[config.mk]
export PLATFORM = sky130hd
export DESIGN_NAME = first_fit_heap_allocator_unit
export DESIGN_NICKNAME = d
export VERILOG_FILES = /design/src/sv/ffha_pkg.sv /design/src/sv/first_fit_heap_allocator_unit.sv /design/src/sv/ffha_table.sv /design/src/sv/ffha_ctrl.sv
export SDC_FILE = /design/constraint.sdc
export NUM_CORES = 2
export LEC_CHECK = 0
export BUFFER_PORTS_ARGS = -buffer_cell sky130_fd_sc_hd__buf_2
export CAP_MARGIN = 25
export CORE_UTILIZATION = 56
export CTS_BUF_LIST = sky130_fd_sc_hd__clkbuf_4
export CTS_CLUSTER_SIZE = 16
export DETAILED_ROUTE_END_ITERATION = 8
export HOLD_SLACK_MARGIN = 0.15
export PLACE_DENSITY = 0.72
export SLEW_MARGIN = 20
export SYNTH_ARGS = -nofsm -noshare
export SYNTH_HDL_FRONTEND = slang
export SYNTH_SLANG_ARGS = --single-unit
export TNS_END_PERCENT = 20
[constraint.sdc]
create_clock -name clock -period 5.99 [get_ports clock]
set_input_delay 0.8985 -clock clock [delete_from_list [all_inputs] [get_ports clock]]
set_output_delay 0.8985 -clock clock [all_outputs]
set_load 0.01 [all_outputs]
[src/sv/ffha_pkg.sv]
// Package for the first-fit heap allocator: sizes, opcodes and state codes.
// Depends on nothing; used by every module of the allocator.
package ffha_pkg;

   localparam int unsigned PoolBytesDefault   = 4194304;
   localparam int unsigned HeaderBytesDefault = 12;
   localparam int unsigned MaxBlocksDefault   = 64;
   localparam int unsigned AlignBytesDefault  = 4;
   localparam int unsigned MinSplitPayload    = 4;

   localparam int unsigned OpcodeWidth = 2;
   localparam int unsigned ReqWidth    = 23;
   localparam int unsigned OffWidth    = 22;
   localparam int unsigned SizeWidth   = 22;
   localparam int unsigned UsedWidth   = 23;

   typedef enum logic [OpcodeWidth-1:0] {
      OP_ALLOC = 2'd0,
      OP_FREE  = 2'd1,
      OP_RESET = 2'd2,
      OP_NONE  = 2'd3
   } opcode_type;

   typedef enum logic [3:0] {
      ST_CLEAR,
      ST_IDLE,
      ST_SCAN_REQ,
      ST_SCAN_CHK,
      ST_SHIFT_REQ,
      ST_SHIFT_WR,
      ST_SPLIT_WR,
      ST_MARK_WR,
      ST_MERGE_REQ,
      ST_MERGE_CHK,
      ST_PULL_REQ,
      ST_PULL_WR,
      ST_RESP
   } state_type;

endpackage

[src/sv/first_fit_heap_allocator_unit.sv]
// First-fit heap allocator with coalescing.
// Channels: req_ (opcode, request_size, payload_offset) and rsp_ (ok,
// granted_offset, used_bytes, free_bytes), each with valid and stall;
// a word moves when valid is high and stall is low.
// One item is handled at a time. Allocate walks the block table one entry at a
// time through the table memory's read port, then shifts entries up to open a
// slot when a block is split (a read and a write per moved entry) and writes
// the remainder and the granted entry. Free walks to the block, writes it free,
// then sweeps the table merging free neighbors, one entry visited or moved at a
// time. A null free or an undefined opcode skips the table and goes straight to
// its result, and the next word is taken the cycle after the result leaves.
// The single read port of the table memory sets the pace of the walks and moves.
// Reset (and the reset opcode) runs a clearing pass that writes one
// free block spanning the pool; no word is taken during it.
// The result is held in an output register; while the receiver stalls it
// stays unchanged and req_stall stays high.
// Depends on ffha_pkg, ffha_table and ffha_ctrl.
module first_fit_heap_allocator_unit #(
   parameter int unsigned PoolBytes   = ffha_pkg::PoolBytesDefault,
   parameter int unsigned HeaderBytes = ffha_pkg::HeaderBytesDefault,
   parameter int unsigned MaxBlocks   = ffha_pkg::MaxBlocksDefault,
   parameter int unsigned AlignBytes  = ffha_pkg::AlignBytesDefault
) (
   input  logic                             clock,
   input  logic                             reset,
   input  logic                             req_valid,
   output logic                             req_stall,
   input  logic [ffha_pkg::OpcodeWidth-1:0] req_opcode,
   input  logic [ffha_pkg::ReqWidth-1:0]    req_request_size,
   input  logic [ffha_pkg::OffWidth-1:0]    req_payload_offset,
   output logic                             rsp_valid,
   input  logic                             rsp_stall,
   output logic                             rsp_ok,
   output logic [ffha_pkg::OffWidth-1:0]    rsp_granted_offset,
   output logic [ffha_pkg::UsedWidth-1:0]   rsp_used_bytes,
   output logic [ffha_pkg::UsedWidth-1:0]   rsp_free_bytes
);
   import ffha_pkg::*;

   localparam int unsigned IdxWidth = $clog2(MaxBlocks);

   logic                 rd_en, wr_en, rd_used, wr_used;
   logic [IdxWidth-1:0]  rd_addr, wr_addr;
   logic [SizeWidth-1:0] rd_size, wr_size;

   ffha_ctrl #(
      .PoolBytes(PoolBytes), .HeaderBytes(HeaderBytes),
      .MaxBlocks(MaxBlocks), .AlignBytes(AlignBytes), .IdxWidth(IdxWidth)
   ) u_ctrl (
      .clock, .reset, .req_valid, .req_stall, .req_opcode, .req_request_size,
      .req_payload_offset, .rsp_valid, .rsp_stall, .rsp_ok, .rsp_granted_offset,
      .rsp_used_bytes, .rsp_free_bytes, .rd_en, .rd_addr, .rd_size, .rd_used,
      .wr_en, .wr_addr, .wr_size, .wr_used
   );

   ffha_table #(.MaxBlocks(MaxBlocks), .IdxWidth(IdxWidth)) u_table (
      .clock, .rd_en, .rd_addr, .rd_size, .rd_used,
      .wr_en, .wr_addr, .wr_size, .wr_used
   );

endmodule

[src/sv/ffha_table.sv]
// Block table memory for the allocator: size and used mark per block.
// Depends on ffha_pkg; one write port and one read port, registered read data.
module ffha_table #(
   parameter int unsigned MaxBlocks = ffha_pkg::MaxBlocksDefault,
   parameter int unsigned IdxWidth  = $clog2(MaxBlocks)
) (
   input  logic                           clock,
   input  logic                           rd_en,
   input  logic [IdxWidth-1:0]            rd_addr,
   output logic [ffha_pkg::SizeWidth-1:0] rd_size,
   output logic                           rd_used,
   input  logic                           wr_en,
   input  logic [IdxWidth-1:0]            wr_addr,
   input  logic [ffha_pkg::SizeWidth-1:0] wr_size,
   input  logic                           wr_used
);
   import ffha_pkg::*;

   logic [SizeWidth:0] mem [MaxBlocks];
   logic [SizeWidth:0] rd_word_ff;

   // Write then registered read; entries have no reset, the clearing pass writes entry 0.
   always_ff @(posedge clock) begin
      if (wr_en) begin
         mem[wr_addr] <= {wr_used, wr_size};
      end
      if (rd_en) begin
         rd_word_ff <= mem[rd_addr];
      end
   end

   assign rd_used = rd_word_ff[SizeWidth];
   assign rd_size = rd_word_ff[SizeWidth-1:0];

endmodule

[src/sv/ffha_ctrl.sv]
// Sequencer for the allocator: walks, splits, shifts and merges the block table.
// Depends on ffha_pkg; drives the ffha_table ports.
module ffha_ctrl #(
   parameter int unsigned PoolBytes   = ffha_pkg::PoolBytesDefault,
   parameter int unsigned HeaderBytes = ffha_pkg::HeaderBytesDefault,
   parameter int unsigned MaxBlocks   = ffha_pkg::MaxBlocksDefault,
   parameter int unsigned AlignBytes  = ffha_pkg::AlignBytesDefault,
   parameter int unsigned IdxWidth    = $clog2(MaxBlocks)
) (
   input  logic                             clock,
   input  logic                             reset,
   input  logic                             req_valid,
   output logic                             req_stall,
   input  logic [ffha_pkg::OpcodeWidth-1:0] req_opcode,
   input  logic [ffha_pkg::ReqWidth-1:0]    req_request_size,
   input  logic [ffha_pkg::OffWidth-1:0]    req_payload_offset,
   output logic                             rsp_valid,
   input  logic                             rsp_stall,
   output logic                             rsp_ok,
   output logic [ffha_pkg::OffWidth-1:0]    rsp_granted_offset,
   output logic [ffha_pkg::UsedWidth-1:0]   rsp_used_bytes,
   output logic [ffha_pkg::UsedWidth-1:0]   rsp_free_bytes,
   output logic                             rd_en,
   output logic [IdxWidth-1:0]              rd_addr,
   input  logic [ffha_pkg::SizeWidth-1:0]   rd_size,
   input  logic                             rd_used,
   output logic                             wr_en,
   output logic [IdxWidth-1:0]              wr_addr,
   output logic [ffha_pkg::SizeWidth-1:0]   wr_size,
   output logic                             wr_used
);
   import ffha_pkg::*;

   localparam int unsigned CntWidth = $clog2(MaxBlocks + 1);
   localparam int unsigned AccWidth = 26;
   localparam logic [CntWidth-1:0] CntMax = CntWidth'(MaxBlocks);
   localparam logic [CntWidth-1:0] CntOne = CntWidth'(1);
   localparam logic [AccWidth-1:0] Hdr = AccWidth'(HeaderBytes);
   localparam logic [AccWidth-1:0] SplitMin = AccWidth'(HeaderBytes + MinSplitPayload);
   localparam logic [SizeWidth-1:0] FullSize = SizeWidth'(PoolBytes - HeaderBytes);
   localparam logic [UsedWidth-1:0] PoolWord = UsedWidth'(PoolBytes);
   localparam logic [AccWidth-1:0] AlignMask = AccWidth'(AlignBytes - 1);

   state_type state_ff, state_in;

   logic [CntWidth-1:0]   count_ff, count_in;
   logic [CntWidth-1:0]   idx_ff, idx_in;
   logic [CntWidth-1:0]   ptr_ff, ptr_in;
   logic [UsedWidth-1:0]  used_ff, used_in;
   logic [AccWidth-1:0]   start_ff, start_in;
   logic [AccWidth-1:0]   need_ff, need_in;
   logic [SizeWidth-1:0]  size_ff, size_in;
   logic [SizeWidth-1:0]  prev_size_ff, prev_size_in;
   logic                  prev_free_ff, prev_free_in;
   logic [SizeWidth-1:0]  hold_size_ff, hold_size_in;
   logic                  hold_used_ff, hold_used_in;
   logic                  is_free_ff, is_free_in;
   logic [OffWidth-1:0]   off_ff, off_in;
   logic                  ok_ff, ok_in;
   logic [OffWidth-1:0]   grant_ff, grant_in;
   logic                  rsp_valid_ff, rsp_valid_in;

   logic [AccWidth-1:0]   rd_size_w;
   logic [AccWidth-1:0]   start_next;
   logic                  fits;
   logic                  can_split;
   logic                  accept;
   logic                  fold;
   logic [SizeWidth-1:0]  fold_size;
   logic [IdxWidth-1:0]   idx_lo;

   assign accept     = req_valid && !req_stall;
   assign rd_size_w  = AccWidth'(rd_size);
   assign start_next = start_ff + Hdr + rd_size_w;
   assign fits       = !rd_used && (rd_size_w >= need_ff);
   assign can_split  = (rd_size_w >= need_ff + SplitMin) && (count_ff < CntMax);
   assign fold       = prev_free_ff && !rd_used;
   assign fold_size  = SizeWidth'(AccWidth'(prev_size_ff) + Hdr + rd_size_w);
   assign idx_lo     = idx_ff[IdxWidth-1:0];

   // Next state and working registers.
   always_comb begin
      state_in     = state_ff;
      count_in     = count_ff;
      idx_in       = idx_ff;
      ptr_in       = ptr_ff;
      used_in      = used_ff;
      start_in     = start_ff;
      need_in      = need_ff;
      size_in      = size_ff;
      prev_size_in = prev_size_ff;
      prev_free_in = prev_free_ff;
      hold_size_in = hold_size_ff;
      hold_used_in = hold_used_ff;
      is_free_in   = is_free_ff;
      off_in       = off_ff;
      ok_in        = ok_ff;
      grant_in     = grant_ff;
      rsp_valid_in = rsp_valid_ff;
      if (rsp_valid_ff && !rsp_stall) begin
         rsp_valid_in = 1'b0;
      end
      unique case (state_ff)
         ST_CLEAR: begin
            // Clearing pass writes entry 0 only; count bounds all reads.
            // The reset opcode leaves ok set and still owes its result word.
            state_in = ok_ff ? ST_RESP : ST_IDLE;
            count_in = CntOne;
            used_in  = '0;
         end
         ST_IDLE: begin
            if (accept) begin
               idx_in   = '0;
               start_in = '0;
               need_in  = (AccWidth'(req_request_size) + AlignMask) & ~AlignMask;
               off_in   = req_payload_offset;
               ok_in    = 1'b0;
               grant_in = '0;
               is_free_in = (opcode_type'(req_opcode) == OP_FREE);
               unique case (opcode_type'(req_opcode))
                  OP_ALLOC: state_in = ST_SCAN_REQ;
                  OP_FREE: begin
                     if (req_payload_offset == '0) begin
                        ok_in    = 1'b1;
                        state_in = ST_RESP;
                     end else begin
                        state_in = ST_SCAN_REQ;
                     end
                  end
                  OP_RESET: begin
                     ok_in    = 1'b1;
                     state_in = ST_CLEAR;
                  end
                  default: state_in = ST_RESP;
               endcase
            end
         end
         ST_SCAN_REQ: begin
            state_in = (idx_ff < count_ff) ? ST_SCAN_CHK : ST_RESP;
         end
         ST_SCAN_CHK: begin
            size_in  = rd_size;
            start_in = start_next;
            idx_in   = idx_ff + CntOne;
            state_in = ST_SCAN_REQ;
            if (is_free_ff) begin
               if (start_ff + Hdr == AccWidth'(off_ff)) begin
                  idx_in = idx_ff;
                  if (rd_used) begin
                     // Release the block, then sweep for free neighbors.
                     ok_in        = 1'b1;
                     used_in      = used_ff - UsedWidth'(rd_size_w + Hdr);
                     hold_size_in = rd_size;
                     hold_used_in = 1'b0;
                     state_in     = ST_MARK_WR;
                  end else begin
                     state_in = ST_RESP;
                  end
               end
            end else if (fits) begin
               ok_in        = 1'b1;
               grant_in     = OffWidth'(start_ff + Hdr);
               idx_in       = idx_ff;
               hold_used_in = 1'b1;
               if (can_split) begin
                  used_in      = used_ff + UsedWidth'(need_ff + Hdr);
                  hold_size_in = SizeWidth'(need_ff);
                  size_in      = SizeWidth'(rd_size_w - need_ff - Hdr);
                  ptr_in       = count_ff;
                  count_in     = count_ff + CntOne;
                  state_in = (count_ff > idx_ff + CntOne) ? ST_SHIFT_REQ : ST_SPLIT_WR;
               end else begin
                  used_in      = used_ff + UsedWidth'(rd_size_w + Hdr);
                  hold_size_in = rd_size;
                  state_in     = ST_MARK_WR;
               end
            end
         end
         ST_SHIFT_REQ: state_in = ST_SHIFT_WR;
         ST_SHIFT_WR: begin
            // Move entry ptr-1 up to ptr, walking down toward idx+1.
            ptr_in   = ptr_ff - CntOne;
            state_in = (ptr_ff - CntOne > idx_ff + CntOne) ? ST_SHIFT_REQ : ST_SPLIT_WR;
         end
         ST_SPLIT_WR: begin
            // The remainder goes to idx+1; the granted part follows.
            state_in = ST_MARK_WR;
         end
         ST_MARK_WR: begin
            if (is_free_ff) begin
               idx_in       = '0;
               prev_free_in = 1'b0;
               state_in     = ST_MERGE_REQ;
            end else begin
               state_in = ST_RESP;
            end
         end
         ST_MERGE_REQ: begin
            state_in = (idx_ff < count_ff) ? ST_MERGE_CHK : ST_RESP;
         end
         ST_MERGE_CHK: begin
            // A free entry following a free one folds into it.
            if (fold) begin
               prev_size_in = fold_size;
               count_in     = count_ff - CntOne;
               ptr_in       = idx_ff;
               state_in     = (idx_ff + CntOne < count_ff) ? ST_PULL_REQ : ST_MERGE_REQ;
            end else begin
               prev_free_in = !rd_used;
               prev_size_in = rd_size;
               idx_in       = idx_ff + CntOne;
               state_in     = ST_MERGE_REQ;
            end
         end
         ST_PULL_REQ: state_in = ST_PULL_WR;
         ST_PULL_WR: begin
            // Move entry ptr+1 down to ptr until the new end of the table.
            ptr_in   = ptr_ff + CntOne;
            state_in = (ptr_ff + CntOne < count_ff) ? ST_PULL_REQ : ST_MERGE_REQ;
         end
         ST_RESP: begin
            if (!rsp_valid_ff || !rsp_stall) begin
               rsp_valid_in = 1'b1;
               state_in     = ST_IDLE;
            end
         end
         default: state_in = ST_IDLE;
      endcase
   end

   // Memory port control.
   always_comb begin
      rd_en   = 1'b0;
      rd_addr = idx_lo;
      wr_en   = 1'b0;
      wr_addr = idx_lo;
      wr_size = size_ff;
      wr_used = 1'b1;
      unique case (state_ff)
         ST_CLEAR: begin
            wr_en   = 1'b1;
            wr_addr = '0;
            wr_size = FullSize;
            wr_used = 1'b0;
         end
         ST_SCAN_REQ, ST_MERGE_REQ: rd_en = 1'b1;
         ST_SHIFT_REQ: begin
            rd_en   = 1'b1;
            rd_addr = IdxWidth'(ptr_ff - CntOne);
         end
         ST_SHIFT_WR, ST_PULL_WR: begin
            wr_en   = 1'b1;
            wr_addr = ptr_ff[IdxWidth-1:0];
            wr_size = rd_size;
            wr_used = rd_used;
         end
         ST_PULL_REQ: begin
            rd_en   = 1'b1;
            rd_addr = IdxWidth'(ptr_ff + CntOne);
         end
         ST_SPLIT_WR: begin
            wr_en   = 1'b1;
            wr_addr = IdxWidth'(idx_ff + CntOne);
            wr_size = size_ff;
            wr_used = 1'b0;
         end
         ST_MARK_WR: begin
            wr_en   = 1'b1;
            wr_size = hold_size_ff;
            wr_used = hold_used_ff;
         end
         ST_MERGE_CHK: begin
            wr_en   = fold;
            wr_addr = IdxWidth'(idx_ff - CntOne);
            wr_size = fold_size;
            wr_used = 1'b0;
         end
         default: ;
      endcase
   end

   assign req_stall          = (state_ff != ST_IDLE) || rsp_valid_ff;
   assign rsp_valid          = rsp_valid_ff;
   assign rsp_ok             = ok_ff;
   assign rsp_granted_offset = grant_ff;
   assign rsp_used_bytes     = used_ff;
   assign rsp_free_bytes     = PoolWord - used_ff;

   always_ff @(posedge clock) begin
      if (reset) begin
         state_ff     <= ST_CLEAR;
         count_ff     <= CntOne;
         used_ff      <= '0;
         ok_ff        <= 1'b0;
         rsp_valid_ff <= 1'b0;
      end else begin
         state_ff     <= state_in;
         count_ff     <= count_in;
         used_ff      <= used_in;
         ok_ff        <= ok_in;
         rsp_valid_ff <= rsp_valid_in;
      end
      idx_ff       <= idx_in;
      ptr_ff       <= ptr_in;
      start_ff     <= start_in;
      need_ff      <= need_in;
      size_ff      <= size_in;
      prev_size_ff <= prev_size_in;
      prev_free_ff <= prev_free_in;
      hold_size_ff <= hold_size_in;
      hold_used_ff <= hold_used_in;
      is_free_ff   <= is_free_in;
      off_ff       <= off_in;
      grant_ff     <= grant_in;
   end

`ifndef NO_ASSERTIONS
   a_count_range: assert property (@(posedge clock) disable iff (reset)
      count_ff >= CntOne && count_ff <= CntMax)
      else $error("block count out of range");
   a_idle_no_write: assert property (@(posedge clock) disable iff (reset)
      state_ff == ST_IDLE |-> !wr_en)
      else $error("table written while idle");
   a_rsp_hold: assert property (@(posedge clock) disable iff (reset)
      rsp_valid_ff && rsp_stall |=> rsp_valid_ff && $stable(used_ff))
      else $error("stalled word changed");
`endif

endmodule
==> impl_metrics.yaml <==
routing:
  via_per_inst: 6.165
  initialDrtViolationCount: 4977
  drtPass1Iterations: 7
  wl_per_cell_um: 26.28
  drc: 0
  wl_um: 201600
  dr_total_vias: 47310
  ant_nets: 0
final_layout:
  nNetsFinal: 5807
  syn_to_final_growth_pct: 12.99
  final_layout_size_suffix_gt1_share_pct: 25.35
min_path:
  hp-class: "input pin to register"
  hp-start: "req_request_size[2]"
critical_path:
  critPathKind: "register to register"
  critPathLaunch: "u_table.rd_word_ff[2]"
  crit_path_end_kind: "register"
  reg2reg_from: "u_table.rd_word_ff[2]"
  crit_path_start_kind: "register"
  cp.required_ns: 7.05
  worst-path-max-fanout: 44
  cp.arrival_ns: 6.23
floorplanning:
  top_level_ports: 122
  dieArea_sq_um: 141500
  die_w_um: 376.2
  num_rows: 136
  die_h_um: 376.2
  core_region_area_sq_um: 138200
  initial_core_util_pct: 56.75
logic_synthesis:
  synth_flop_cell: "edfxtp_1"
  syn_inst: 4877
  ys_top_cells_by_count: "edfxtp_1 (1670), mux4_2 (368), mux2i_1 (352)"
  ys_async_sr_fraction_pct: 0
  synth.distinct_cells: 88
  yosysMostFrequentCell: "edfxtp_1"
  synth_nets: 5198
  ys_ff_latch: 1706
  synth_edf_count: 1670
  ys_seq_area_share_pct: 64.87
  synth_top_cell_by_area: "edfxtp_1"
  synth_top_cell_area_share_pct: 63.95
  yosys_warnings: 0
  avgSynthCellArea_sq_um: 16.08
  netlist_area_sq_um: 78420
  synth_area_leaders: "edfxtp_1 (64%), mux4_2 (11%), mux2i_1 (4.5%), ha_1 (4.2%), xnor2_1 (1.8%)"
timing:
  fmax_mhz: 193.5
  setup_viol: 0
  setup_slack_ns: 0.8223
  worst_pin_slew_ns: 1.124
  tns_ns: 0
  rsz0062_at_grt: "false"
  finalHoldViolCount: 0
  finalMaxSlewViolations: 0
  whs_ns: 0.3082
  post-route-period-util_pct: 86.27
  fin_crit_ns: 5.168
  slew_headroom_pct: 25.04
  finClkSkew_ns: 0.1278
placement:
  portBuffers: 121
  gp_congestion: 0.9050
  dp_slack_ns: 0.9356
  place_hpwl_um: 125100
clocking:
  cts_buffers: 434
  clockBufferDepth: 4
  clk_pin_slew_ns: 0.06
  cts_tree: "built"
  cts-root-buf: "clkbuf_4"
  cts-resized-gates: 0
  clkLatencyLatePin_ns: 1.35
  cts_sinks: 1706
  cts_htree_levels: 5
  hold_buffers: 65
  post_cts_buffers: 0
grt:
  antenna_found_initial: 7
  grt_use_total_pct: 28.73
  grt_pass1_wl_um: 297900
  grt_max_degree: 65
  gr-total-overflow: 0
  grt_pass1_vias: 47480
power:
  max-vdd-ir-drop_uv: 407.3
  pwr_density_cell_nw_per_um2: 540.9
  p_leak_uw: 0.03140
status:
  status: "completed"
job:
  drv_cap: 0
worst paths after layout:
kind                                       endpoint  slack [ns]  cells after the start
worst max register to register  u_table.mem[44][18]        0.82                     15
worst min-delay path              u_ctrl.need_ff[6]        0.31                      4
worst min register to register   u_ctrl.count_ff[5]        0.49                      2
worst max-delay path            u_table.mem[44][18]        0.82                     15
power by group:
group          internal (uW)  switching (uW)
clock network           4780            4580
logic                   7530           13100
registers              17100             794
total                  29400           18500
worst max-delay path, cell delays in order (launching register included):
cell and delay, ns:
edfxtp_1 0.89, inv_1 0.34, ha_1 0.42, inv_1 0.05
ha_1 0.28, a211oi_1 0.38, o211ai_1 0.23, nand4_1 0.17
a21oi_1 0.10, o31a_1 0.35, a21o_1 0.18, a21oi_1 0.21
xor2_1 0.14, o221ai_1 0.18, o21a_2 0.48, buf_4 0.47
sequential cells by signal, summed over array words and instances, names as in the netlist, 7 cells and up:
register and flops:
u_ctrl.count_ff 7, u_ctrl.hold_size_ff 22, u_ctrl.idx_ff 7, u_ctrl.need_ff 22, u_ctrl.off_ff 22, u_ctrl.prev_size_ff 22, u_ctrl.ptr_ff 7, u_ctrl.rsp_granted_offset 22
u_ctrl.rsp_used_bytes 23, u_ctrl.size_ff 22, u_ctrl.start_ff 26, u_table.mem 1472, u_table.rd_word_ff 23
metal layers:
metal  share of wire, %  track usage [%]
met5             0.0069                0
met4                3.9            12.44
met3                9.2            5.769
met2                 47            45.59
met1                 39            38.85
cells by family (layout without fill, tap and decap cells):
group / count (synthesis) / count (layout) / share of synthesized area (%)
simple gates: 878 / 878 / 5.344
flops: 1706 / 1706 / 64.87
mux: 722 / 722 / 15.09
buf+inv: 407 / 1326 / 2.061
compound gates: 648 / 648 / 5.451
fa+ha+maj: 270 / 270 / 4.366
other cells: 0 / 14 / 0
xor+xnor: 246 / 246 / 2.818
through the flow:
stage | cell area [sq um] | utilization [%] | total power [uW] | cells
finish | 88610 | 64.13 | 47920 | 7673
global route | 88600 | 64.12 | 50140 | 7670
CTS | 88520 | 64.06 | 47930 | 7657
detailed placement | 82680 | 59.84 | 38510 | 6846
global placement | 82600 | 59.78 | 38000 | 6842
floorplan | 78420 | - | 30840 | 4877
layout make-up:
type / instances / area (sq um)
antenna: 14 / 35.03
clock buffer: 621 / 4662
clock inverter: 125 / 521.8
fill: 9849 / 49570
inverter: 181 / 679.4
multi-input combinational: 2764 / 26320
sequential: 1706 / 50870
tap: 1863 / 2331
timing repair buffer: 399 / 3189
placed cells by master, fill, tap and decap left out, types with 15 or more instances in the layout:
cell,Yosys,routed
edfxtp_1,1670,1670
clkbuf_4,0,621
mux4_2,368,368
mux2i_1,352,352
ha_1,264,264
nand2_1,227,226
nor2_1,280,215
buf_4,3,187
inv_1,179,177
xnor2_1,160,160
a21oi_1,157,151
o21ai_0,142,138
buf_2,44,121
clkinv_1,1,106
xor2_1,82,82
nor2_2,1,65
dlygate4sd3_1,0,65
nand3_1,59,59
nor3_1,56,56
a21o_1,49,49
nand2b_1,36,36
dfxtp_1,36,35
a211oi_1,35,34
and2_1,33,33
nor4_1,32,32
nor2b_1,32,32
nand4_1,30,30
or3_1,23,23
o21bai_1,23,23
buf_12,0,21
o221ai_1,21,20
and3_1,19,19
o21a_1,34,19
o211ai_1,19,19
a31oi_1,20,18
clkinv_2,0,15
Power figures use the tool's default switching activity.
